<file path="config.mk">
export PLATFORM = sky130hd
export DESIGN_NAME = ilpv_queue
export DESIGN_NICKNAME = d
export VERILOG_FILES = /design/src/rtl/ilpv_pkg.sv /design/src/rtl/ilpv_queue.sv
export SDC_FILE = /design/constraint.sdc
export NUM_CORES = 1
export LEC_CHECK = 0
export BUFFER_PORTS_ARGS = -buffer_cell sky130_fd_sc_hd__buf_4
export CAP_MARGIN = 10
export CORE_AREA = 2 2 129 106
export DETAILED_ROUTE_END_ITERATION = 10
export DIE_AREA = 0 0 131 108
export SLEW_MARGIN = 15
export SYNTH_ARGS = -nofsm -noshare
export SYNTH_HDL_FRONTEND = slang
export SYNTH_SLANG_ARGS = --single-unit
</file>
<file path="constraint.sdc">
create_clock -name clk -period 2.4 [get_ports clk]
set_input_delay 0.48 -clock clk [delete_from_list [all_inputs] [get_ports clk]]
set_output_delay 0.48 -clock clk [all_outputs]
set_load 0.05 [all_outputs]
</file>
<file path="src/rtl/ilpv_pkg.sv">
// Package for the integer list parser: commands, status codes, queue item
// and back-end state types, and shared sizing constants. No dependencies.
package ilpv_pkg;

  // Table size and derived widths.
  localparam int MAX_VALUES  = 512;
  localparam int ADDR_W      = $clog2(MAX_VALUES);
  localparam int CNT_W       = $clog2(MAX_VALUES + 1);
  localparam int COUNT_OUT_W = 10;

  // Depth of the queue between the front and the back.
  localparam int QUEUE_DEPTH = 4;
  localparam int QPTR_W      = $clog2(QUEUE_DEPTH);
  localparam int QFILL_W     = $clog2(QUEUE_DEPTH + 1);

  // Character codes and magnitude limits.
  localparam logic [7:0]  CHAR_PLUS  = 8'h2B;
  localparam logic [7:0]  CHAR_MINUS = 8'h2D;
  localparam logic [7:0]  CHAR_ZERO  = 8'h30;
  localparam logic [7:0]  CHAR_NINE  = 8'h39;
  localparam logic [31:0] MAG_LIMIT  = 32'h8000_0000;
  localparam logic [31:0] MAG_SAT    = 32'h8000_0001;

  typedef enum logic [1:0] {
    CMD_CHAR     = 2'd0,
    CMD_END_ARG  = 2'd1,
    CMD_END_LIST = 2'd2,
    CMD_UNUSED   = 2'd3
  } cmd_t;

  typedef enum logic [2:0] {
    ST_OK     = 3'd0,
    ST_SYNTAX = 3'd1,
    ST_RANGE  = 3'd2,
    ST_DUP    = 3'd3,
    ST_FULL   = 3'd4
  } status_t;

  typedef enum logic {
    KIND_ARG  = 1'b0,
    KIND_LIST = 1'b1
  } kind_t;

  // One closed argument or end of list, as classified by the front.
  typedef struct packed {
    kind_t       kind;
    status_t     pre_status;
    logic [31:0] value;
  } op_t;

  typedef enum logic [1:0] {
    B_IDLE = 2'd0,
    B_SCAN = 2'd1,
    B_DONE = 2'd2
  } back_state_t;

endpackage

</file>
<file path="src/rtl/ilpv_queue.sv">
// Short queue of classified items between the front and the back.
// Depends on ilpv_pkg for the item type and depth.
module ilpv_queue
  import ilpv_pkg::*;
(
  input  logic clk,
  input  logic rst,
  input  logic push,
  input  op_t  push_op,
  output logic full,
  input  logic pop,
  output logic q_valid,
  output op_t  q_op
);

  op_t                entries [QUEUE_DEPTH];
  logic [QPTR_W-1:0]  wr_ptr;
  logic [QPTR_W-1:0]  rd_ptr;
  logic [QFILL_W-1:0] fill;

  assign full    = (fill == QFILL_W'(QUEUE_DEPTH));
  assign q_valid = (fill != '0);
  assign q_op    = entries[rd_ptr];

  // Entry storage.
  always_ff @(posedge clk) begin
    if (push) begin
      entries[wr_ptr] <= push_op;
    end
  end

  // Pointers and fill level.
  always_ff @(posedge clk) begin
    if (rst) begin
      wr_ptr <= '0;
      rd_ptr <= '0;
      fill   <= '0;
    end else begin
      if (push) begin
        wr_ptr <= (wr_ptr == QPTR_W'(QUEUE_DEPTH - 1)) ? '0 : wr_ptr + QPTR_W'(1);
      end
      if (pop) begin
        rd_ptr <= (rd_ptr == QPTR_W'(QUEUE_DEPTH - 1)) ? '0 : rd_ptr + QPTR_W'(1);
      end
      if (push && !pop) begin
        fill <= fill + QFILL_W'(1);
      end else if (pop && !push) begin
        fill <= fill - QFILL_W'(1);
      end
    end
  end

  a_no_push_full: assert property (@(posedge clk) disable iff (rst) push |-> !full)
    else $error("queue written while full");
  a_no_pop_empty: assert property (@(posedge clk) disable iff (rst) pop |-> q_valid)
    else $error("queue read while empty");

endmodule

</file>
==> impl_results.md, run 1 <==
* Ys async rst share at 0
* Synth Register Bits at 153
* Overall power at 6.752 mW
* Flop pwr share at 0.458
* Power per cell area at 941.9 mW/mm^2
* Design area at 0.007168 sq mm
* Vias in the first global route at 2698
* EDFF count, synth at between 100 and 150
* Initial antenna violation count at 0
* Final hold vios at 0
* WP data arrival at 1.83 ns
* Busiest grt layer: met2
* Max Root-Sink Buffers at 2
* Clk root buf: clkbuf_16
* Slew HR at 0.6775
* Initial core utilization at 0.4470
* Tcrit/Tclk final at 0.9621
* Nets at 377
* Pint at 5.118 mW
* Slew @ Worst Pin at 0.4837 ns
* Status: finished, final reports clean
* First-pass GRT wire length at 15220 um
* Placed Area at 0.006521 sq mm
* Hold_buf cts at 0
* Routed vias at 2584
* Routed WL per cell at 19.42 um
* Max Fclk at 433.1 MHz
* Clock sinks at 153
* Largest net degree at the start of global routing at 37
* Class of the most critical setup path: register to primary output
* Met3 Use GR at 0.06432
* Filler Cell Count at 959
* RSZ-0062 raised after global routing: no
* Io pins at 78
* Crit path time final at between 2 and 2.5 ns
* Detail Route Antenna Nets at 0
* Worst Setup End Kind: primary output
* Hold wc startpoint: push_op[24]
* Synth cell types at 19
* Initial DRC count at roughly 240
* Top FF cell, synth: edfxtp_1
* GP Congestion at 0.6744
* Hold WS at 0.2623 ns
* CTS HTree Levels at 4
* Synthesized cell area at 0.005690 sq mm
* Total number of yosys warnings at 0
* Hold Path Class: primary input to register
* Die area at between 0.01 and 0.015 sq mm
* Pleak at around 2.5 nW
* Area occupied by multi-input gates at 0.001085 sq mm
* DIE HEIGHT at 108 um
* Clock slew at reported path FFs at 0.06 ns
* Num CTS Buffers at 17
* Via density at 4.988
* Syn Area/Cell at roughly 25 sq um
* Worst skew pair latency at ~0.42 ns
* Antenna Cells at 0
* Sw frac at 0.2420
* Total track usage at 0.1548
* Crit path max fanout at 6
* Combinational Power Share at 0.130
* Sequential cell area at roughly 0.0045 sq mm
* Buffers on Ports at 77
* Flop-to-flop setup slack at 0.73 ns
* Core Footprint at ~0.013 sq mm
* Setup TNS at 0 ns
* DRC viols at 0
* # Max-Cap Violations at 0
* Clk_skew at 0.009536 ns
* Die W at 131 um
* Met1 usage at 0.2089
* Net Count, Synth at 279
* Count of final max-slew check failures at 0
* Crit start category: register
* Layout cell share with drive strength beyond 1 at 0.4461
* Met2 Use GR at 0.2283
* Syn Inst Count at 232
* DRT Pass-1 Iters at 4
* Clk pwr share at 0.412
* Final setup viols at 0
* Core Rows at 37
* FF-to-FF Start: wr_ptr[0]$_SDFFE_PP0P_
* Global route overflow at 0
* Worst path required time at 1.92 ns
* Layout overhead on the synthesized area at 25.97%
* WL final at 10060 um
* Switching pwr at 1.634 mW
* Post-synthesis sequential area ratio at 0.7916
* Max VDD drop at 0.0004984 V
* CTS tree: yes
==> final cells by class <==
class / instances / area share
clock buffer: 17 / 0.05935
clock inverter: 15 / 0.02740
sequential: 153 / 0.6287
timing repair buffer: 87 / 0.1005
inverter: 4 / 0.002095
tap: 175 / 0.03055
multi-input combinational: 67 / 0.1513
==> cells in the mapped netlist, types with 2 or more instances <==
library cell,instances,area share
a21oi_1,2,0.0018
and2_1,4,0.0044
buf_12,3,0.011
buf_2,3,0.0026
dfxtp_1,9,0.032
edfxtp_1,144,0.76
ha_1,6,0.013
inv_1,4,0.0026
mux2i_1,4,0.0070
mux4_1,6,0.028
mux4_2,30,0.12
nor2_1,7,0.0046
nor3b_1,2,0.0026
or3_1,2,0.0022
xor2_1,2,0.0031
==> cells by family (layout without fill, tap and decap cells) <==
logic type                 after synthesis  after routing  share of synthesized area
DFF                                    153            153                     0.7916
muxes                                   40             40                     0.1535
and+or+nand+nor                         15             15                    0.01385
buffers and inverters                   12            123                    0.01869
adders and majority gates                7              7                    0.01671
AOI/OAI and AO/OA                        3              3                   0.002638
xor gates and xnor gates                 2              2                   0.003079
==> critical path, cell delays in order, from the launching register on <==
cell	delay (ns)
dfxtp_2	0.41
buf_4	0.21
mux4_1	0.58
buf_4	0.21
==> final timing paths <==
kind	endpoint	cells past startpoint
max	q_op[16]	3
min	entries[3][24]$_DFFE_PP_	1
max reg2reg	entries[3][2]$_DFFE_PP_	3
min reg2reg	fill[2]$_SDFFE_PP0P_	2
==> power groups by stage <==
stage / Clock [mW] / Combinational [mW] / Sequential [mW]
floorplan: 0 / 0.599 / 3.14
global placement: 0 / 0.874 / 3.15
detailed placement: 0 / 0.883 / 3.15
CTS: 2.83 / 0.885 / 3.10
global route: 2.96 / 0.929 / 3.11
finish: 2.78 / 0.875 / 3.09
==> layer usage <==
metal / up-vias / share of wire / wire length, um
met1: 1323 / 0.46 / 4646
li1: 1176 / - / -
met5: - / 0 / 0
met2: 75 / 0.46 / 4671
met3: 10 / 0.062 / 623
met4: 0 / 0.012 / 117
==> repair_timing <==
action	4_1_cts	5_1_grt
endpoints found under the setup margin	0	4
resized for setup	0	0
setup buffers	0	0
==> metrics by stage <==
| step | utilization | std cells | setup slack (ns) |
|---|---|---|---|
| 2_1_floorplan | - | 232 | 0.4229 |
| 3_3_place_gp | 0.5122 | 485 | 0.4858 |
| 3_5_place_dp | 0.5122 | 485 | 0.4555 |
| 4_1_cts | 0.5611 | 517 | 0.02288 |
| 5_1_grt | 0.5630 | 518 | 0.02041 |
| 6_report | 0.5630 | 518 | 0.09098 |
==> sequential cells by signal (all words and copies together) (netlist names), named ones only <==
signal	cells
rd_ptr	2
entries	144
wr_ptr	2
fill	3
==> layout by cell type (no fill, tap or decap) <==
cell type,netlist,routed
a21oi_1,2,2
and2_2,0,4
buf_12,3,4
buf_4,0,82
bufinv_16,0,4
clkbuf_16,0,18
clkinv_1,0,2
clkinv_2,0,2
clkinv_4,0,2
clkinvlp_4,0,2
dfxtp_1,9,7
dfxtp_2,0,2
edfxtp_1,144,144
fa_1,1,1
ha_1,6,6
inv_1,4,4
inv_6,0,3
mux2i_1,4,4
mux4_1,6,6
mux4_2,30,30
nor2_1,7,7
nor3b_1,2,2
o21ai_0,1,1
or3_1,2,2
xor2_1,2,2
Power figures use the tool's default switching activity.
==> run 2: changes to the inputs <==
==> constraint.sdc (replaced) <==
create_clock -name clk -period 2.4 [get_ports clk]
set_input_delay 0.12 -clock clk [delete_from_list [all_inputs] [get_ports clk]]
set_output_delay 0.12 -clock clk [all_outputs]
set_load 0.05 [all_outputs]
==> run 2 against run 1 <==
  * Via count is 7.3% higher
  * Clock skew is 0.0020 ns lower
  * Largest power group unchanged
  * Routed wire length fell by 0.14%
  * Total power shrank 4.1%
  * Cell area increased by 4.0%
  * Sequential power about the same
  * Maximum frequency increased by 10%
  * Global-route usage is 0.13 points higher
  * Largest cell class unchanged
  * First-iteration DRC count is 39% lower
==> impl_results.md, run 2 (same netlist as run 1, synthesis figures left out) <==
* GP Congestion at 0.6947 (+3.0%)
* Clock slew at reported path FFs at 0.07 ns (about the same)
* Clock sinks at 153 (unchanged)
* Final Non-Filler Cells at 556 (+7.3%)
* Core Rows at 37 (unchanged)
* Crit path time final at 2.093 ns (-0.2156 ns)
* Layout cell share with drive strength beyond 1 at 0.4016 (-0.04449)
* Slew HR at 0.5970 (-0.08051)
* Worst Setup End Kind: primary output
* Commonest non-fill, non-tap cell in the layout: edfxtp_1
* Setup TNS at 0 ns (unchanged)
* Via density at 4.987 (about the same)
* Place WS at 0.6802 ns (+0.2247 ns)
* Hold Path Class: primary input to register
* Buffers on Ports at 77 (unchanged)
* Io pins at 78 (unchanged)
* Post-route setup slack at 0.3065 ns (+0.2156 ns)
* Crit start category: register
* Slew @ Worst Pin at 0.6045 ns (+0.1208 ns)
* Layout overhead on the synthesized area at 30.98%
* Postcts setup bufs at 0 (unchanged)
* Power per cell area at 869.1 mW/mm^2 (-7.7%)
* Clk_skew at 0.007538 ns (-0.001999 ns)
* Worst Reg-to-Reg Cells at 3 (unchanged)
* Antenna Cells at 0 (unchanged)
* RSZ-0062 raised after global routing: no
* Final hold vios at 0 (unchanged)
* Nets at 415 (+10%)
* Flop-to-flop setup slack at 0.69 ns (-0.04 ns)
* Class of the most critical setup path: register to primary output
* Detail Route Antenna Nets at 0 (unchanged)
* Post-cts repair resize count at 0 (unchanged)
* HPWL after detailed placement at between 6000 and 7000 um
* Tcrit/Tclk final at 0.8723 (-0.08982)
* Max Fclk at 477.7 MHz (+10%)
* Global route overflow at 0 (unchanged)
* Total track usage at 0.1560 (+0.001284)
* Design area at 0.007453 sq mm (+4.0%)
* Placed Area at 0.006509 sq mm (-0.19%)
* Worst reg2reg path endpoint: entries[3][13]$_DFFE_PP_
* WP data arrival at 1.97 ns (+0.14 ns)
* Status: finished, final reports clean
* DRT Pass-1 Iters at 4 (unchanged)
* Vias in the first global route at 2977 (+10%)
* Max Root-Sink Buffers at 2 (unchanged)
* Initial antenna violation count at 0 (unchanged)
* DIE HEIGHT at 108 um (unchanged)
* Critical path endpoint: q_op[15]
* Routed WL per cell at 18.06 um (-7.0%)
* CTS tree: yes
* Initial DRC count at 150 (-39%)
* # Max-Cap Violations at 0 (unchanged)
* Final setup viols at 0 (unchanged)
* FF-to-FF Start: wr_ptr[0]$_SDFFE_PP0P_
* Max VDD drop at 0.0005778 V (+16%)
* Overall power at 6.478 mW (-4.1%)
* Utilization after layout at 0.5855 (+0.02241)
* Max FFs per register at 144 (unchanged)
* Count of final max-slew check failures at 0 (unchanged)
* Crit path max fanout at 23 (+17)
* Routed vias at 2773 (+7.3%)
* Num CTS Buffers at 17 (unchanged)
* First-pass GRT wire length at 15420 um (+1.3%)
* Die W at 131 um (unchanged)
* Worst skew pair latency at 0.42 ns (about the same)
* Die area at 0.01415 sq mm (unchanged)
* Core Footprint at 0.01273 sq mm (unchanged)
* Regs by FF count: entries x144, fill x3
* Clk root buf: clkbuf_16
* Initial core utilization at 0.4470 (unchanged)
* DRC viols at 0 (unchanged)
* Worst path required time at 2.28 ns (+0.36 ns)
* Most frequent cells in the layout: edfxtp_1 (144), buf_4 (83), dlygate4sd3_1 (39)
* Placed insts at 485 (unchanged)
* Hold_buf cts at 39 (+39)
* Hold WS at 0.4403 ns (+0.1780 ns)
* Register with the most flip-flops: entries
* Largest net degree at the start of global routing at 37 (unchanged)
* WL final at 10040 um (-0.14%)
* Pleak at 2.615 nW (+4.7%)
* CTS HTree Levels at 4 (unchanged)
## run 2: cell count changes in the layout (fill, tap and decap cells not counted)
cell           before  now
dlygate4sd3_1       0   39
buf_12              4    3
clkinv_1            2    1
clkbuf_16          18   17
inv_6               3    8
buf_4              82   83
clkinv_2            2    0
inv_8               0    2
bufinv_16           4    0
## run 2: metal layers
| metal | share of wire | vias to the layer above | GRT usage |
|---|---|---|---|
| li1 | - | 1254 | - |
| met1 | 0.45 | 1438 | 0.1962 |
| met2 | 0.50 | 67 | 0.2483 |
| met3 | 0.041 | 14 | 0.04998 |
| met4 | 0.017 | 0 | 0.07295 |
| met5 | 0 | - | 0 |
## run 2: power by group
group	switching, mW	internal [mW]
logic	0.554	0.356
registers	0.0486	3.05
clock network	1.11	1.36
## run 2: cell type report
class / instances / area, sq um
fillers: 947 / 5278
clock inverters: 15 / 128.9
repair buffers: 125 / 1074
multi-input cells: 67 / 1085
inverters: 4 / 15.01
flip-flops and latches: 153 / 4507
clock buffers: 17 / 425.4
well taps: 175 / 219.0
## run 2: worst min-delay path by stage
stage | startpoint | depth (start not counted) | endpoint
after detailed placement | push_op[20] | 1 | entries[0][20]$_DFFE_PP_
final | push_op[22] | 2 | entries[3][22]$_DFFE_PP_
after CTS | push_op[22] | 2 | entries[2][22]$_DFFE_PP_
after global placement | push_op[25] | 1 | entries[3][25]$_DFFE_PP_
after global routing | push_op[35] | 2 | entries[3][35]$_DFFE_PP_
after floorplan | rst | 1 | fill[2]$_SDFFE_PP0P_
## run 2: worst max-delay path: stages (launching register included)
cell and delay, ns:
dfxtp_2 0.72, buf_4 0.29, mux4_2 0.33, buf_4 0.21
==> run 3: changes to the inputs <==
Settings changed: CTS_CLUSTER_DIAMETER set to 50, GPL_ROUTABILITY_DRIVEN set to 0, PLACE_DENSITY set to 0.64.
==> run 3 against run 2 <==
  * Combinational power hardly changed
  * Final cell count shrank 0.90%
  * Register-to-register slack better by 0.10 ns
  * Largest cell class unchanged
  * Highest routed layer unchanged
  * Largest power group unchanged
==> impl_results.md, run 3 (same netlist as run 1, synthesis figures left out) <==
* Status: finished, final reports clean
* DRT Pass-1 Iters at 4 (unchanged)
* Tcrit/Tclk final at 0.8676 (-0.004688)
* Max FFs per register at 144 (unchanged)
* Crit path max fanout at 22 (-4.3%)
* Met2 Routed Length at 4848 um (-2.8%)
* CTS HTree Levels at 4 (unchanged)
* Clk_skew at 0.006214 ns (-0.001324 ns)
* Buffers on Ports at 77 (unchanged)
* Vias in the first global route at 2920 (-1.9%)
* Worst skew pair latency at 0.41 ns (about the same)
* Worst Setup End Kind: primary output
* HPWL after detailed placement at 5938 um (-3.6%)
* Max Fclk at 480.3 MHz (+0.54%)
* Filler Cell Count at 952 (+0.53%)
* Regs by FF count: entries x144, fill x3
* Total track usage at 0.1526 (-0.003411)
* Core Footprint at 0.01273 sq mm (unchanged)
* RSZ-0062 raised after global routing: no
* Final hold vios at 0 (unchanged)
* Max VDD drop at 0.0005133 V (-11%)
* DIE HEIGHT at 108 um (unchanged)
* Die W at 131 um (unchanged)
* Top Layer Used: met4
* Clock sinks at 153 (unchanged)
* Area occupied by multi-input gates at 0.001085 sq mm (unchanged)
* Max Root-Sink Buffers at 2 (unchanged)
* Clk root buf: clkbuf_16
* WL final at 9903 um (-1.4%)
* Initial core utilization at 0.4470 (unchanged)
* Die area at 0.01415 sq mm (unchanged)
* Post-cts repair resize count at 0 (unchanged)
* Via density at 4.911 (-1.5%)
* Layout cell share with drive strength beyond 1 at 0.3856 (-0.01594)
* # Max-Cap Violations at 0 (unchanged)
* Core Rows at 37 (unchanged)
* WP data arrival at 1.96 ns (about the same)
* Pleak at 2.611 nW (-0.18%)
* Routed WL per cell at 17.97 um (-0.51%)
* CTS tree: yes
* Routed vias at 2706 (-2.4%)
* Power per cell area at 879.9 mW/mm^2 (+1.2%)
* Most frequent cells in the layout: edfxtp_1 (144), buf_4 (79), dlygate4sd3_1 (37)
* Detail Route Antenna Nets at 0 (unchanged)
* Hold Path Class: primary input to register
* Initial DRC count at 175 (+17%)
* Global route overflow at 0 (unchanged)
* Final setup viols at 0 (unchanged)
* First-pass GRT wire length at 15300 um (-0.80%)
* Worst Reg-to-Reg Cells at 3 (unchanged)
* Met3 Wirelength at 551 um (+33%)
* Initial antenna violation count at 0 (unchanged)
* Io pins at 78 (unchanged)
* Antenna Cells at 0 (unchanged)
* DRC viols at 0 (unchanged)
* Slew HR at 0.6830 (+0.08596)
* Commonest non-fill, non-tap cell in the layout: edfxtp_1
* Num CTS Buffers at 17 (unchanged)
* Worst path required time at 2.28 ns (about the same)
* Clock slew at reported path FFs at 0.06 ns (about the same)
* Register with the most flip-flops: entries
* Crit path time final at 2.082 ns (-0.01125 ns)
* Nets at 411 (-0.96%)
* Count of final max-slew check failures at 0 (unchanged)
* Largest net degree at the start of global routing at 23 (-38%)
* Hold depth at 3 (+1)
* Design area at 0.007455 sq mm (about the same)
* Sequential cell area at 0.004507 sq mm (unchanged)
* Slew @ Worst Pin at 0.4756 ns (-0.1289 ns)
* Placed Area at 0.006519 sq mm (+0.15%)
* Layout overhead on the synthesized area at 31.00% (about the same)
* Class of the most critical setup path: register to primary output
* Met1 Routed Length at 4372 um (-2.2%)
* Overall power at 6.560 mW (+1.3%)
* Setup TNS at 0 ns (unchanged)
* Crit start category: register
## run 3: cell types whose count changed in the layout (fill, tap and decap cells not counted), moves of 3 or more
| cell | delta |
|---|---|
| clkinv_1 | +3 |
| buf_4 | -4 |
| inv_6 | -8 |
| bufinv_16 | +3 |
| clkinv_2 | +4 |
## run 3: worst paths after layout
| path | start | endpoint | slack (ns) |
|---|---|---|---|
| max | register | q_op[17] | 0.32 |
| min | pop | register | 0.01 |
| max reg2reg | wr_ptr[0]$_SDFFE_PP0P_ | entries[3][10]$_DFFE_PP_ | 0.79 |
| min reg2reg | fill[2]$_SDFFE_PP0P_ | fill[2]$_SDFFE_PP0P_ | 0.50 |
## run 3: stage by stage
stage,utilization,setup slack (ns),std cells,hold slack [ns]
floorplan,-,0.5737,232,0.1891
global placement,0.5120,0.7220,483,0.3175
detailed placement,0.5120,0.7238,483,0.3225
CTS,0.5856,0.2750,551,0.001614
global route,0.5856,0.1930,551,0.03609
finish,0.5856,0.3178,551,0.01219
## run 3: critical path, cell delays in order, from the launching register on
cell and delay [ns]:
dfxtp_2 0.32, buf_4 0.38, mux4_1 0.64, buf_4 0.21
## run 3: what timing repair did
item / 4_1_cts / 5_1_grt
hold buffers: 37 / 0
hold endpoints to repair: 153 / 0
setup buffers: 0 / 0
## run 3: report_power, final
| group | switching, mW | internal [mW] |
|---|---|---|
| combinational | 0.554 | 0.355 |
| sequential | 0.0446 | 3.05 |
| clock | 0.947 | 1.60 |
## run 3: cell type report
| class | count | area share |
|---|---|---|
| Clock inverter | 12 | 0.01779 |
| Tap cell | 175 | 0.02937 |
| Sequential cell | 153 | 0.6046 |
| Inverter | 4 | 0.002014 |
| Timing Repair Buffer | 121 | 0.1427 |
| Multi-Input combinational cell | 67 | 0.1455 |
| Clock buffer | 19 | 0.05807 |
## run 3: per-layer routing
metal,vias to the layer above,GRT usage
li1,1240,-
met5,-,0
met1,1380,0.1960
met3,10,0.05443
met2,76,0.2413
met4,0,0.05699
