**src/rtl/ilpv_pkg.sv**
```systemverilog
// Package for the integer list parser: commands, status codes, queue item
// and back-end state types, and shared sizing constants. No dependencies.
package ilpv_pkg;

  // Table size and derived widths.
  localparam int MAX_VALUES  = 512;
  localparam int ADDR_W      = $clog2(MAX_VALUES);
  localparam int CNT_W       = $clog2(MAX_VALUES + 1);
  localparam int COUNT_OUT_W = 10;

  // Depth of the queue between the front and the back.
  localparam int QUEUE_DEPTH = 4;
  localparam int QPTR_W      = $clog2(QUEUE_DEPTH);
  localparam int QFILL_W     = $clog2(QUEUE_DEPTH + 1);

  // Character codes and magnitude limits.
  localparam logic [7:0]  CHAR_PLUS  = 8'h2B;
  localparam logic [7:0]  CHAR_MINUS = 8'h2D;
  localparam logic [7:0]  CHAR_ZERO  = 8'h30;
  localparam logic [7:0]  CHAR_NINE  = 8'h39;
  localparam logic [31:0] MAG_LIMIT  = 32'h8000_0000;
  localparam logic [31:0] MAG_SAT    = 32'h8000_0001;

  typedef enum logic [1:0] {
    CMD_CHAR     = 2'd0,
    CMD_END_ARG  = 2'd1,
    CMD_END_LIST = 2'd2,
    CMD_UNUSED   = 2'd3
  } cmd_t;

  typedef enum logic [2:0] {
    ST_OK     = 3'd0,
    ST_SYNTAX = 3'd1,
    ST_RANGE  = 3'd2,
    ST_DUP    = 3'd3,
    ST_FULL   = 3'd4
  } status_t;

  typedef enum logic {
    KIND_ARG  = 1'b0,
    KIND_LIST = 1'b1
  } kind_t;

  // One closed argument or end of list, as classified by the front.
  typedef struct packed {
    kind_t       kind;
    status_t     pre_status;
    logic [31:0] value;
  } op_t;

  typedef enum logic [1:0] {
    B_IDLE = 2'd0,
    B_SCAN = 2'd1,
    B_DONE = 2'd2
  } back_state_t;

endpackage

```
**src/rtl/ilpv_if.sv**
```systemverilog
// Handshake interfaces for the request and report channels.
// Depends on nothing; payload widths follow the channel field list.
interface ilpv_req_if;
  logic       valid;
  logic       ready;
  logic [1:0] command;
  logic [7:0] ch;

  modport source (output valid, output command, output ch, input ready);
  modport sink (input valid, input command, input ch, output ready);
endinterface


```
**src/rtl/ilpv_front.sv**
```systemverilog
// Front end: accepts request transfers, parses characters one per cycle while the
// queue is not full and classifies each closed argument. Depends on ilpv_pkg and ilpv_if.
module ilpv_front
  import ilpv_pkg::*;
(
  input  logic           clk,
  input  logic           rst,
  ilpv_req_if.sink       req,
  input  logic           full,
  output logic           push,
  output op_t            push_op
);

  logic [31:0] magnitude_acc;
  logic        overflow_flag;
  logic        negative_flag;
  logic        first_char_flag;
  logic        digit_seen;
  logic        syntax_bad;

  logic        accept;
  logic        is_sign;
  logic        is_digit;
  logic [35:0] grown;
  logic [31:0] signed_value;
  status_t     arg_status;

  // Closing commands need a queue slot; every command stalls while the queue is full.
  assign req.ready = !full;
  assign accept    = req.valid && !full;

  // Character classification and the times-ten accumulate step.
  always_comb begin
    is_sign  = first_char_flag && (req.ch == CHAR_PLUS || req.ch == CHAR_MINUS);
    is_digit = req.ch inside {[CHAR_ZERO:CHAR_NINE]};
    grown    = ({4'd0, magnitude_acc} << 3) + ({4'd0, magnitude_acc} << 1)
               + {32'd0, 4'(req.ch - CHAR_ZERO)};
  end

  // Classification of the argument being closed.
  always_comb begin
    signed_value = negative_flag ? (32'd0 - magnitude_acc) : magnitude_acc;
    if (syntax_bad || !digit_seen) begin
      arg_status = ST_SYNTAX;
    end else if (overflow_flag || magnitude_acc > MAG_LIMIT ||
                 (!negative_flag && magnitude_acc == MAG_LIMIT)) begin
      arg_status = ST_RANGE;
    end else begin
      arg_status = ST_OK;
    end
  end

  // Queue item for an end of argument or end of list.
  always_comb begin
    push               = accept && (req.command == CMD_END_ARG || req.command == CMD_END_LIST);
    push_op.kind       = (req.command == CMD_END_LIST) ? KIND_LIST : KIND_ARG;
    push_op.pre_status = arg_status;
    push_op.value      = signed_value;
  end

  // Argument state; closing an argument or the list clears it.
  always_ff @(posedge clk) begin
    if (rst) begin
      magnitude_acc   <= 32'd0;
      overflow_flag   <= 1'b0;
      negative_flag   <= 1'b0;
      first_char_flag <= 1'b1;
      digit_seen      <= 1'b0;
      syntax_bad      <= 1'b0;
    end else if (accept) begin
      case (req.command)
        CMD_CHAR: begin
          if (is_sign) begin
            negative_flag <= (req.ch == CHAR_MINUS);
          end else if (is_digit) begin
            digit_seen <= 1'b1;
            if (grown > {4'd0, MAG_LIMIT}) begin
              overflow_flag <= 1'b1;
              magnitude_acc <= MAG_SAT;
            end else begin
              magnitude_acc <= grown[31:0];
            end
          end else begin
            syntax_bad <= 1'b1;
          end
          first_char_flag <= 1'b0;
        end
        CMD_END_ARG, CMD_END_LIST: begin
          magnitude_acc   <= 32'd0;
          overflow_flag   <= 1'b0;
          negative_flag   <= 1'b0;
          first_char_flag <= 1'b1;
          digit_seen      <= 1'b0;
          syntax_bad      <= 1'b0;
        end
        default: begin
        end
      endcase
    end
  end

  // A saturated magnitude always carries the overflow flag.
  a_sat_flagged: assert property (@(posedge clk) disable iff (rst)
    (magnitude_acc > MAG_LIMIT) |-> overflow_flag)
    else $error("magnitude above limit without overflow flag");

endmodule

```
**src/flat_wrapper.sv**
```systemverilog
// flat-port wrapper written by rule: the top's interface ports become plain ports
module ilpv_front_flat import ilpv_pkg::*;
  (clk, rst, full, push, push_op, req_valid, req_command, req_ch, req_ready);
  ilpv_req_if req_i ();
  input  logic clk;
  input  logic rst;
  input  logic full;
  output logic push;
  output op_t push_op;
  input wire logic [$bits(req_i.valid)-1:0] req_valid;
  input wire logic [$bits(req_i.command)-1:0] req_command;
  input wire logic [$bits(req_i.ch)-1:0] req_ch;
  output wire logic [$bits(req_i.ready)-1:0] req_ready;
  assign req_i.valid = req_valid;
  assign req_i.command = req_command;
  assign req_i.ch = req_ch;
  assign req_ready = req_i.ready;
  ilpv_front u_core (.clk(clk), .rst(rst), .req(req_i), .full(full), .push(push), .push_op(push_op));
endmodule
```
**config.mk**
```make
export PLATFORM = sky130hd
export DESIGN_NAME = ilpv_front_flat
export DESIGN_NICKNAME = d
export VERILOG_FILES = /design/src/rtl/ilpv_pkg.sv /design/src/rtl/ilpv_if.sv /design/src/rtl/ilpv_front.sv /design/src/flat_wrapper.sv
export SDC_FILE = /design/constraint.sdc
export NUM_CORES = 1
export LEC_CHECK = 0
export BUFFER_PORTS_ARGS = -buffer_cell sky130_fd_sc_hd__buf_2
export CAP_MARGIN = 25
export CELL_PAD_IN_SITES_DETAIL_PLACEMENT = 0
export CELL_PAD_IN_SITES_GLOBAL_PLACEMENT = 1
export CORE_MARGIN = 4
export CORE_UTILIZATION = 45
export DETAILED_ROUTE_END_ITERATION = 6
export GPL_ROUTABILITY_DRIVEN = 0
export PLACE_DENSITY_LB_ADDON = 0.2
export REMOVE_ABC_BUFFERS = 1
export SLEW_MARGIN = 10
export SYNTH_ARGS = -nofsm -noshare
export SYNTH_HDL_FRONTEND = slang
export SYNTH_SLANG_ARGS = --single-unit
```
**constraint.sdc**
```tcl
create_clock -name clk -period 4.4 [get_ports clk]
set_input_delay 0.22 -clock clk [delete_from_list [all_inputs] [get_ports clk]]
set_output_delay 0.22 -clock clk [all_outputs]
set_load 0.02 [all_outputs]
```
==> impl_metrics.env, run 1 <==
export IMPL_cts_max_level=2
export IMPL_netlist_area_leader_share_pct=18.3
export IMPL_max_freq_mhz=240
export IMPL_path_clk_slew_ns=0.08
export IMPL_firstDrtPassIters=5
export IMPL_pwr_share_comb_pct=12.6
export IMPL_portBuffers=50
export IMPL_async_flop_share_pct=0
export IMPL_slew_headroom_pct=56.4
export IMPL_setup_tns_ns=0
export IMPL_io_pins=52
export IMPL_grt_use_total_pct=23.9
export IMPL_diodes=0
export IMPL_dpl_hpwl_mm=11.2
export IMPL_drt_iter0_drc=292
export IMPL_whs_ns=0.197
export IMPL_netlist_instances=587
export IMPL_ys_top_cells_by_area="ha_1, dfxtp_1, xnor2_1, nand2_1, a21oi_1"
export IMPL_synthTopCellsByCount="ha_1, nand2_1, a21oi_1, xnor2_1, o21ai_0"
export IMPL_power_frac_seq_pct=45.6
export IMPL_arrival_ns=4.40
export IMPL_max_stage_delay_ns=0.51
export IMPL_outcome="complete, no violations"
export IMPL_cts_tree="yes"
export IMPL_crit_path_cell_trace="ha_1, ha_1, a21oi_1, o211ai_1, a21bo_2, o31a_1, o21a_1, o311ai_1, and4b_1, a31oi_2, buf_4, nor2_2, buf_4, a22o_1"
export IMPL_yosysMostFrequentCell="ha_1"
export IMPL_avgSynthCellArea_um2=7.81
export IMPL_cts_root_buf="clkbuf_8"
export IMPL_critPathTopFamily="compound AO/OA/AOI/OAI gates"
export IMPL_hold_path_class="input port to flop"
export IMPL_cp_max_fo=17
export IMPL_required_ns=4.64
export IMPL_crit_path_start_kind="flop"
export IMPL_grt_pass1_wl_mm=22.5
export IMPL_grt_ovfl_total=0
export IMPL_netlist_area_mm2=0.00458
export IMPL_cts_buffer_depth=2
export IMPL_die_h_um=109
export IMPL_internal_power_uw=560
export IMPL_crit_buf_inv=2
export IMPL_drc=0
export IMPL_worst_pin_slew_ns=0.647
export IMPL_synthFlopType="dfxtp_1"
export IMPL_finClkSkew_ns=0.00780
export IMPL_wl_per_cell_um=17.9
export IMPL_sw_frac_of_total_pct=24.9
export IMPL_synth_cell_type_count=68
export IMPL_dieArea_mm2=0.0119
export IMPL_yosysWarnings=0
export IMPL_cts_setup_buffers=0
export IMPL_antenna_found_initial=0
export IMPL_drive_gt1_share_pct=15.2
export IMPL_min_period_ns=4.16
export IMPL_numCtsBuffers=5
export IMPL_ys_ff_latch=37
export IMPL_routed_via_count=4705
export IMPL_core_area_mm2=0.00986
export IMPL_cap_violations=0
export IMPL_seq_area_frac_synth_pct=16.2
export IMPL_insertion_delay_ns=0.30
export IMPL_routed_wl_mm=13.9
export IMPL_synth_edf_count=0
export IMPL_end_kind="flop"
export IMPL_grt_pass1_vias=4382
export IMPL_setup_viol=0
export IMPL_peakVddDrop_mv=0.113
export IMPL_worst_slack_ns=0.236
export IMPL_rows=36
export IMPL_start_util_pct=46.5
export IMPL_final_hold_viol_count=0
export IMPL_p_switching_uw=185
export IMPL_routed_via_density=6.06
export IMPL_grt_max_degree=32
export IMPL_postRouteAntennaNets=0
export IMPL_pre_cts_slack_ns=0.145
export IMPL_leakage_nw=2.46
export IMPL_clock_power_share_pct=41.8
export IMPL_finalCritPeriodShare_pct=94.6
export IMPL_die_width_um=109
export IMPL_power_density_mw_per_mm2=143
export IMPL_crit_type="flop to flop"
export IMPL_final_nets=726
export IMPL_rsz0062_at_grt="false"
export IMPL_crit_slowest_cell="dfxtp_1"
export IMPL_area_delta_synth_final_pct=13.6
export IMPL_slew_viol_final=0
export IMPL_cts_sinks=37
export IMPL_yosys_area_top_type="ha_1"
[worst register-to-register path, stage by stage, from the launching register on]
cell and delay, ns:
dfxtp_1 0.51, ha_1 0.30, ha_1 0.39, a21oi_1 0.32, o211ai_1 0.18, a21bo_2 0.24
o31a_1 0.39, o21a_1 0.22, o311ai_1 0.43, and4b_1 0.29, a31oi_2 0.14, buf_4 0.18
nor2_2 0.09, buf_4 0.24, a22o_1 0.18
[final timing paths]
path,from,to,slack [ns],cells after the start
worst max-delay path,u_core.magnitude_acc[10],u_core.magnitude_acc[3],0.24,14
worst min-delay path,rst,u_core.negative_flag,0.20,2
worst max register to register,u_core.magnitude_acc[10],u_core.magnitude_acc[3],0.24,14
worst min register to register,u_core.syntax_bad,u_core.syntax_bad,0.49,2
[per-stage QoR]
step	util, %	instance area [um2]	cells	power (mW)
after floorplan	-	4500	567	0.408
after global placement	51.2	5050	768	0.439
after detailed placement	51.2	5050	768	0.441
after CTS	52.4	5170	776	0.747
after global routing	52.8	5200	777	0.776
final	52.8	5200	777	0.745
[registers in the layout (all words and copies together) (netlist names)]
signal / count
u_core.digit_seen: 1
u_core.first_char_flag: 1
u_core.magnitude_acc: 32
u_core.negative_flag: 1
u_core.overflow_flag: 1
u_core.syntax_bad: 1
[what timing repair did]
action                     in CTS  in global routing
gates resized for setup         0                  5
hold endpoints to repair        0                  0
setup endpoints to repair       0                 25
hold buffers                    0                  0
[layer usage]
| layer | GRT usage (%) | up-vias | routed length (um) |
|---|---|---|---|
| met5 | 0 | - | 0 |
| met1 | 32.5 | 2236 | 6400 |
| li1 | - | 2327 | - |
| met4 | 5.50 | 0 | 237 |
| met3 | 2.37 | 21 | 597 |
| met2 | 40.8 | 121 | 6680 |
[cell families after synthesis]
kind of cell | after synthesis | share of synthesized area (%)
fa+ha+maj | 69 | 19.2
flops | 37 | 16.2
other cells | 1 | 0.0818
mux | 7 | 1.58
xor+xnor | 52 | 9.94
compound gates | 186 | 27.8
simple gates | 191 | 21.4
buf+inv | 44 | 3.82
[final cells by class]
cell class | count | area [um2]
timing repair buffer | 69 | 400
clock inverter | 1 | 30.0
inverter | 24 | 90.1
multi-input combinational | 506 | 3690
sequential | 37 | 741
fill | 933 | 4660
clock buffer | 7 | 86.3
tap | 133 | 166
[power by group through the flow]
stage | sequential [mW] | clock (mW) | combinational [mW]
4_1_cts | 0.340 | 0.314 | 0.0936
3_3_place_gp | 0.348 | 0 | 0.0918
2_1_floorplan | 0.348 | 0 | 0.0598
6_report | 0.340 | 0.311 | 0.0942
5_1_grt | 0.340 | 0.331 | 0.105
3_5_place_dp | 0.348 | 0 | 0.0929
[placed cells by master, fill, tap and decap left out, types with 4 or more instances in the layout]
| cell | count |
|---|---|
| and2_1 | 9 |
| o21a_1 | 7 |
| or3_1 | 5 |
| or3_4 | 4 |
| o31ai_1 | 18 |
| mux2i_1 | 5 |
| o21ai_0 | 41 |
| xor2_1 | 8 |
| nand2b_1 | 6 |
| inv_1 | 24 |
| clkbuf_8 | 6 |
| nor4_1 | 5 |
| or4_1 | 4 |
| a22o_1 | 18 |
| nand4_1 | 12 |
| and3_1 | 5 |
| buf_2 | 50 |
| a21o_1 | 4 |
| nand3_1 | 7 |
| nor3_1 | 13 |
| nand2_1 | 63 |
| buf_4 | 18 |
| o2111ai_1 | 5 |
| o211ai_1 | 7 |
| nor2_1 | 38 |
| a21oi_1 | 43 |
| xnor2_1 | 44 |
| dfxtp_1 | 37 |
| o21bai_1 | 5 |
| ha_1 | 67 |
(Power assumes the default switching activity.)
==> inputs of run 2 (changes only) <==
Settings changed: CORE_MARGIN 4 to default, CORE_UTILIZATION 45 to 30.
==> impl_metrics.env, run 2 (synthesis results as in run 1) <==
export IMPL_wl_per_cell_um=17.9
export IMPL_cts_tree="yes"
export IMPL_cts_max_level=2
export IMPL_numCtsBuffers=5
export IMPL_required_ns=4.58
export IMPL_final_area_mm2=0.00531
export IMPL_peakVddDrop_mv=0.142
export IMPL_grt_use_total_pct=19.0
export IMPL_slew_headroom_pct=52.3
export IMPL_drive_gt1_share_pct=15.1
export IMPL_final_nets=729
export IMPL_start_util_pct=31.2
export IMPL_routed_wl_mm=14.9
export IMPL_end_kind="flop"
export IMPL_grt_pass1_vias=4419
export IMPL_min_period_ns=4.14
export IMPL_slew_viol_final=0
export IMPL_die_h_um=126
export IMPL_core_area_mm2=0.0147
export IMPL_cp_max_fo=6
export IMPL_grt_max_degree=32
export IMPL_fillers=1560
export IMPL_worst_pin_slew_ns=0.708
export IMPL_cap_violations=0
export IMPL_drc=2
export IMPL_insertion_delay_ns=0.28
export IMPL_path_clk_slew_ns=0.06
export IMPL_regMostFlops="u_core.magnitude_acc"
export IMPL_largest_reg_flops=32
export IMPL_routed_via_count=4674
export IMPL_seqCellArea_um2=741
export IMPL_outcome="complete, but fails checks"
export IMPL_violations="DRC"
export IMPL_antenna_found_initial=0
export IMPL_cts_sinks=37
export IMPL_grt_pass1_wl_mm=24.0
export IMPL_leakage_nw=2.48
export IMPL_multi_input_area_mm2=0.00368
export IMPL_setup_viol=0
export IMPL_area_delta_synth_final_pct=15.8
export IMPL_postRouteAntennaNets=0
export IMPL_dpl_hpwl_mm=12.1
export IMPL_dieArea_mm2=0.0158
export IMPL_postCtsHoldBufs=0
export IMPL_postPlaceCellArea_mm2=0.00514
export IMPL_portBuffers=50
export IMPL_crit_path_start_kind="flop"
export IMPL_grt_ovfl_total=0
export IMPL_setup_tns_ns=0
export IMPL_finalCritPeriodShare_pct=94.2
export IMPL_arrival_ns=4.32
export IMPL_max_freq_mhz=241
export IMPL_firstDrtPassIters=7
export IMPL_routed_via_density=5.62
export IMPL_diodes=0
export IMPL_finClkSkew_ns=0.00780
export IMPL_mostFrequentLayoutCell="ha_1"
export IMPL_crit_type="flop to flop"
export IMPL_power_density_mw_per_mm2=148
export IMPL_final_hold_viol_count=0
export IMPL_die_width_um=126
export IMPL_layout_common_cells="ha_1, nand2_1, buf_2"
export IMPL_rsz0062_at_grt="false"
export IMPL_drt_iter0_drc=358
export IMPL_rows=44
export IMPL_cts_buffer_depth=2
export IMPL_io_pins=52
export IMPL_hold_path_class="input port to flop"
export IMPL_cts_root_buf="clkbuf_16"
-- run 2: cell count changes in the layout (fill, tap and decap cells not counted), moves of 2 or more --
cell	delta
clkbuf_8	-6
clkbuf_16	+5
buf_4	+2
clkinv_2	+2
-- run 2: final cells by class --
cell class	count	share of cell area (%)
Multi-Input combinational cell	506	69.3
Sequential cell	37	14.0
Timing Repair Buffer	72	8.13
Tap cell	184	4.34
Clock buffer	6	2.43
Inverter	24	1.70
Clock inverter	2	0.189
-- run 2: path summary, 6_finish.rpt --
kind / from / endpoint / slack [ns] / depth (start not counted)
worst max-delay path: u_core.magnitude_acc[0] / u_core.magnitude_acc[0] / 0.26 / 15
worst min-delay path: rst / u_core.negative_flag / 0.22 / 2
worst max register to register: u_core.magnitude_acc[0] / u_core.magnitude_acc[0] / 0.26 / 15
worst min register to register: u_core.syntax_bad / u_core.syntax_bad / 0.48 / 2
-- run 2: per-layer routing --
layer / GRT usage [%] / share of wire, %
met2: 31.1 / 46
met3: 2.78 / 5.2
met4: 2.94 / 0.97
met5: 0 / 0
met1: 26.6 / 48
-- run 2: stage by stage --
stage               worst slack (ns)  power (mW)  util (%)  hold WS [ns]  instances
finish                         0.257       0.786      36.1         0.215        831
global route                  0.0110       0.824      36.1         0.225        831
CTS                            0.183       0.794      35.9         0.209        829
detailed placement             0.217       0.442      35.0         0.474        821
global placement               0.247       0.442      35.0         0.465        821
floorplan                      0.167       0.408         -         0.292        567
-- run 2: where the power goes --
part | switching, mW | total, mW | internal, mW
sequential | 0.00263 | 0.341 | 0.338
clock | 0.142 | 0.351 | 0.208
combinational | 0.0577 | 0.0949 | 0.0372
total | 0.203 | 0.786 | 0.584
-- run 2: critical path, stage by stage, from the launching register on --
cell and delay, ns:
dfxtp_1 0.32, inv_1 0.07, fa_1 0.51, fa_1 0.47
nand2b_1 0.17, a21oi_1 0.23, buf_4 0.19, o21a_1 0.16
o31a_1 0.32, o211a_1 0.23, o2111ai_1 0.13, nor4_1 0.32
a31oi_1 0.18, buf_4 0.19, or3b_1 0.34, a22o_1 0.20
-- run 2: what timing repair did --
item | CTS | global route
endpoints found under the setup margin | 0 | 1
setup buffers | 0 | 1
resized for setup | 0 | 1
==> inputs of run 3 (changes only) <==
--- a/config.mk
+++ b/config.mk
@@ -12,2 +12,3 @@
 export CORE_UTILIZATION = 30
+export CTS_BUF_LIST = sky130_fd_sc_hd__clkbuf_2 sky130_fd_sc_hd__clkbuf_4 sky130_fd_sc_hd__clkbuf_8
 export DETAILED_ROUTE_END_ITERATION = 6
--- a/constraint.sdc
+++ b/constraint.sdc
@@ -3,2 +3,2 @@
 set_output_delay 0.22 -clock clk [all_outputs]
-set_load 0.02 [all_outputs]
+set_load 0.05 [all_outputs]
==> impl_metrics.env, run 3 (synthesis results as in run 1) <==
export IMPL_regMostFlops="u_core.magnitude_acc"
export IMPL_outcome="complete, but fails checks"
export IMPL_stdcell_count=830
export IMPL_peakVddDrop_mv=0.103
export IMPL_finalCoreUtilization_pct=35.8
export IMPL_critPathTopFamily="compound AO/OA/AOI/OAI gates"
export IMPL_drive_gt1_share_pct=15.3
export IMPL_cp_max_fo=7
export IMPL_area_delta_synth_final_pct=14.8
export IMPL_arrival_ns=4.29
export IMPL_critPathCapture="u_core.magnitude_acc[0]"
export IMPL_grt_max_degree=32
export IMPL_routed_via_density=5.59
export IMPL_placed_cells=822
export IMPL_slew_headroom_pct=53.5
export IMPL_routed_wl_mm=15.0
export IMPL_crit_buf_inv=3
export IMPL_mostFrequentLayoutCell="ha_1"
export IMPL_drt_iter0_drc=387
export IMPL_worst_pin_slew_ns=0.691
export IMPL_use_met1_pct=27.2
export IMPL_met2_usage_pct=31.6
export IMPL_path_clk_slew_ns=0.08
export IMPL_core_area_mm2=0.0147
export IMPL_final_hold_viol_count=0
export IMPL_max_stage_delay_ns=0.58
export IMPL_cts_tree="yes"
export IMPL_fillers=1580
export IMPL_setup_viol=0
export IMPL_cap_violations=0
export IMPL_finalCritPeriodShare_pct=92.9
export IMPL_cp_num_cells=15
export IMPL_die_width_um=126
export IMPL_violations="DRC"
export IMPL_start_util_pct=31.2
export IMPL_hold_path_class="input port to flop"
export IMPL_worst_slack_ns=0.311
export IMPL_crit_path_cell_trace="inv_1, fa_1, inv_1, ha_1, a21o_1, and3_1, o2111ai_1, and3_1, o31ai_1, a311o_1, xnor2_2, a31oi_1, buf_4, or3b_1, a22o_1"
export IMPL_firstDrtPassIters=7
export IMPL_final_area_mm2=0.00526
export IMPL_whs_ns=0.194
export IMPL_grt_ovfl_total=0
export IMPL_postCtsHoldBufs=0
export IMPL_routed_via_count=4642
export IMPL_finClkSkew_ns=0.00765
export IMPL_cts_max_level=2
export IMPL_pre_cts_slack_ns=0.186
export IMPL_cts_sinks=37
export IMPL_busiest_layer="met2"
export IMPL_min_period_ns=4.09
export IMPL_rsz0062_at_grt="false"
export IMPL_crit_path_start_kind="flop"
export IMPL_timing_rr_start="u_core.magnitude_acc[0]"
export IMPL_startpoint="u_core.magnitude_acc[0]"
export IMPL_wl_per_cell_um=18.0
export IMPL_numCtsBuffers=5
export IMPL_largest_reg_flops=32
export IMPL_reg2regPathDepth=15
export IMPL_leakage_nw=2.46
export IMPL_antenna_found_initial=0
export IMPL_die_h_um=126
export IMPL_r2r_setup_slack_ns=0.31
export IMPL_cts_root_buf="clkbuf_8"
export IMPL_end_kind="flop"
export IMPL_dpl_hpwl_mm=12.2
export IMPL_max_freq_mhz=245
export IMPL_postRouteAntennaNets=0
export IMPL_r2r_end="u_core.magnitude_acc[0]"
export IMPL_power_density_mw_per_mm2=135
export IMPL_dieArea_mm2=0.0158
export IMPL_power_total_uw=710
export IMPL_final_nets=729
export IMPL_grt_pass1_vias=4423
export IMPL_drc=2
export IMPL_grt_use_total_pct=19.3
export IMPL_crit_slowest_cell="fa_1"
export IMPL_setup_tns_ns=0
export IMPL_grt_pass1_wl_mm=24.3
export IMPL_slew_viol_final=0
export IMPL_crit_type="flop to flop"
export IMPL_layout_common_cells="ha_1, nand2_1, buf_2"
export IMPL_cts_buffer_depth=2
export IMPL_portBuffers=50
export IMPL_gr_usage_met3_pct=2.40
export IMPL_io_pins=52
export IMPL_postPlaceCellArea_mm2=0.00515
export IMPL_insertion_delay_ns=0.30
export IMPL_required_ns=4.60
export IMPL_rows=44
export IMPL_diodes=0
## run 3: layout make-up
type | count | area (um2) | share of cell area (%)
multi-input cells | 506 | 3680 | 70.0
repair buffers | 72 | 428 | 8.13
inverters | 24 | 90.1 | 1.71
flip-flops and latches | 37 | 741 | 14.1
well taps | 184 | 230 | 4.37
clock buffers | 7 | 90.1 | 1.71
## run 3: per-layer routing
metal	vias up	wire, um
li1	2328	-
met1	2209	7360
met4	0	138
met3	11	583
met5	-	0
met2	94	6890
## run 3: repair_timing
| item | 4_1_cts | 5_1_grt |
|---|---|---|
| setup endpoints to repair | 0 | 1 |
| gates resized for setup | 0 | 3 |
| buffers inserted | 0 | 1 |
## run 3: worst min path at each step
stage	from	endpoint	slack, ns	depth (start not counted)
floorplan	rst	u_core.negative_flag	0.29	1
global placement	u_core.syntax_bad	u_core.syntax_bad	0.47	2
detailed placement	u_core.syntax_bad	u_core.syntax_bad	0.48	2
CTS	rst	u_core.negative_flag	0.18	2
global route	rst	u_core.negative_flag	0.21	2
finish	rst	u_core.negative_flag	0.19	2
## run 3: report_power, final
group          total [mW]  leakage, nW  internal (mW)  switching, mW
combinational       0.104         2.12         0.0375         0.0667
clock               0.265       0.0477          0.131          0.134
sequential          0.340        0.298          0.338        0.00257
total               0.710         2.46          0.506          0.204
## run 3: worst register-to-register path: stages (launching register included)
cell	delay, ns
dfxtp_1	0.34
inv_1	0.07
fa_1	0.58
inv_1	0.06
ha_1	0.27
a21o_1	0.12
and3_1	0.32
o2111ai_1	0.19
and3_1	0.29
o31ai_1	0.48
a311o_1	0.29
xnor2_2	0.15
a31oi_1	0.10
buf_4	0.18
or3b_1	0.34
a22o_1	0.21
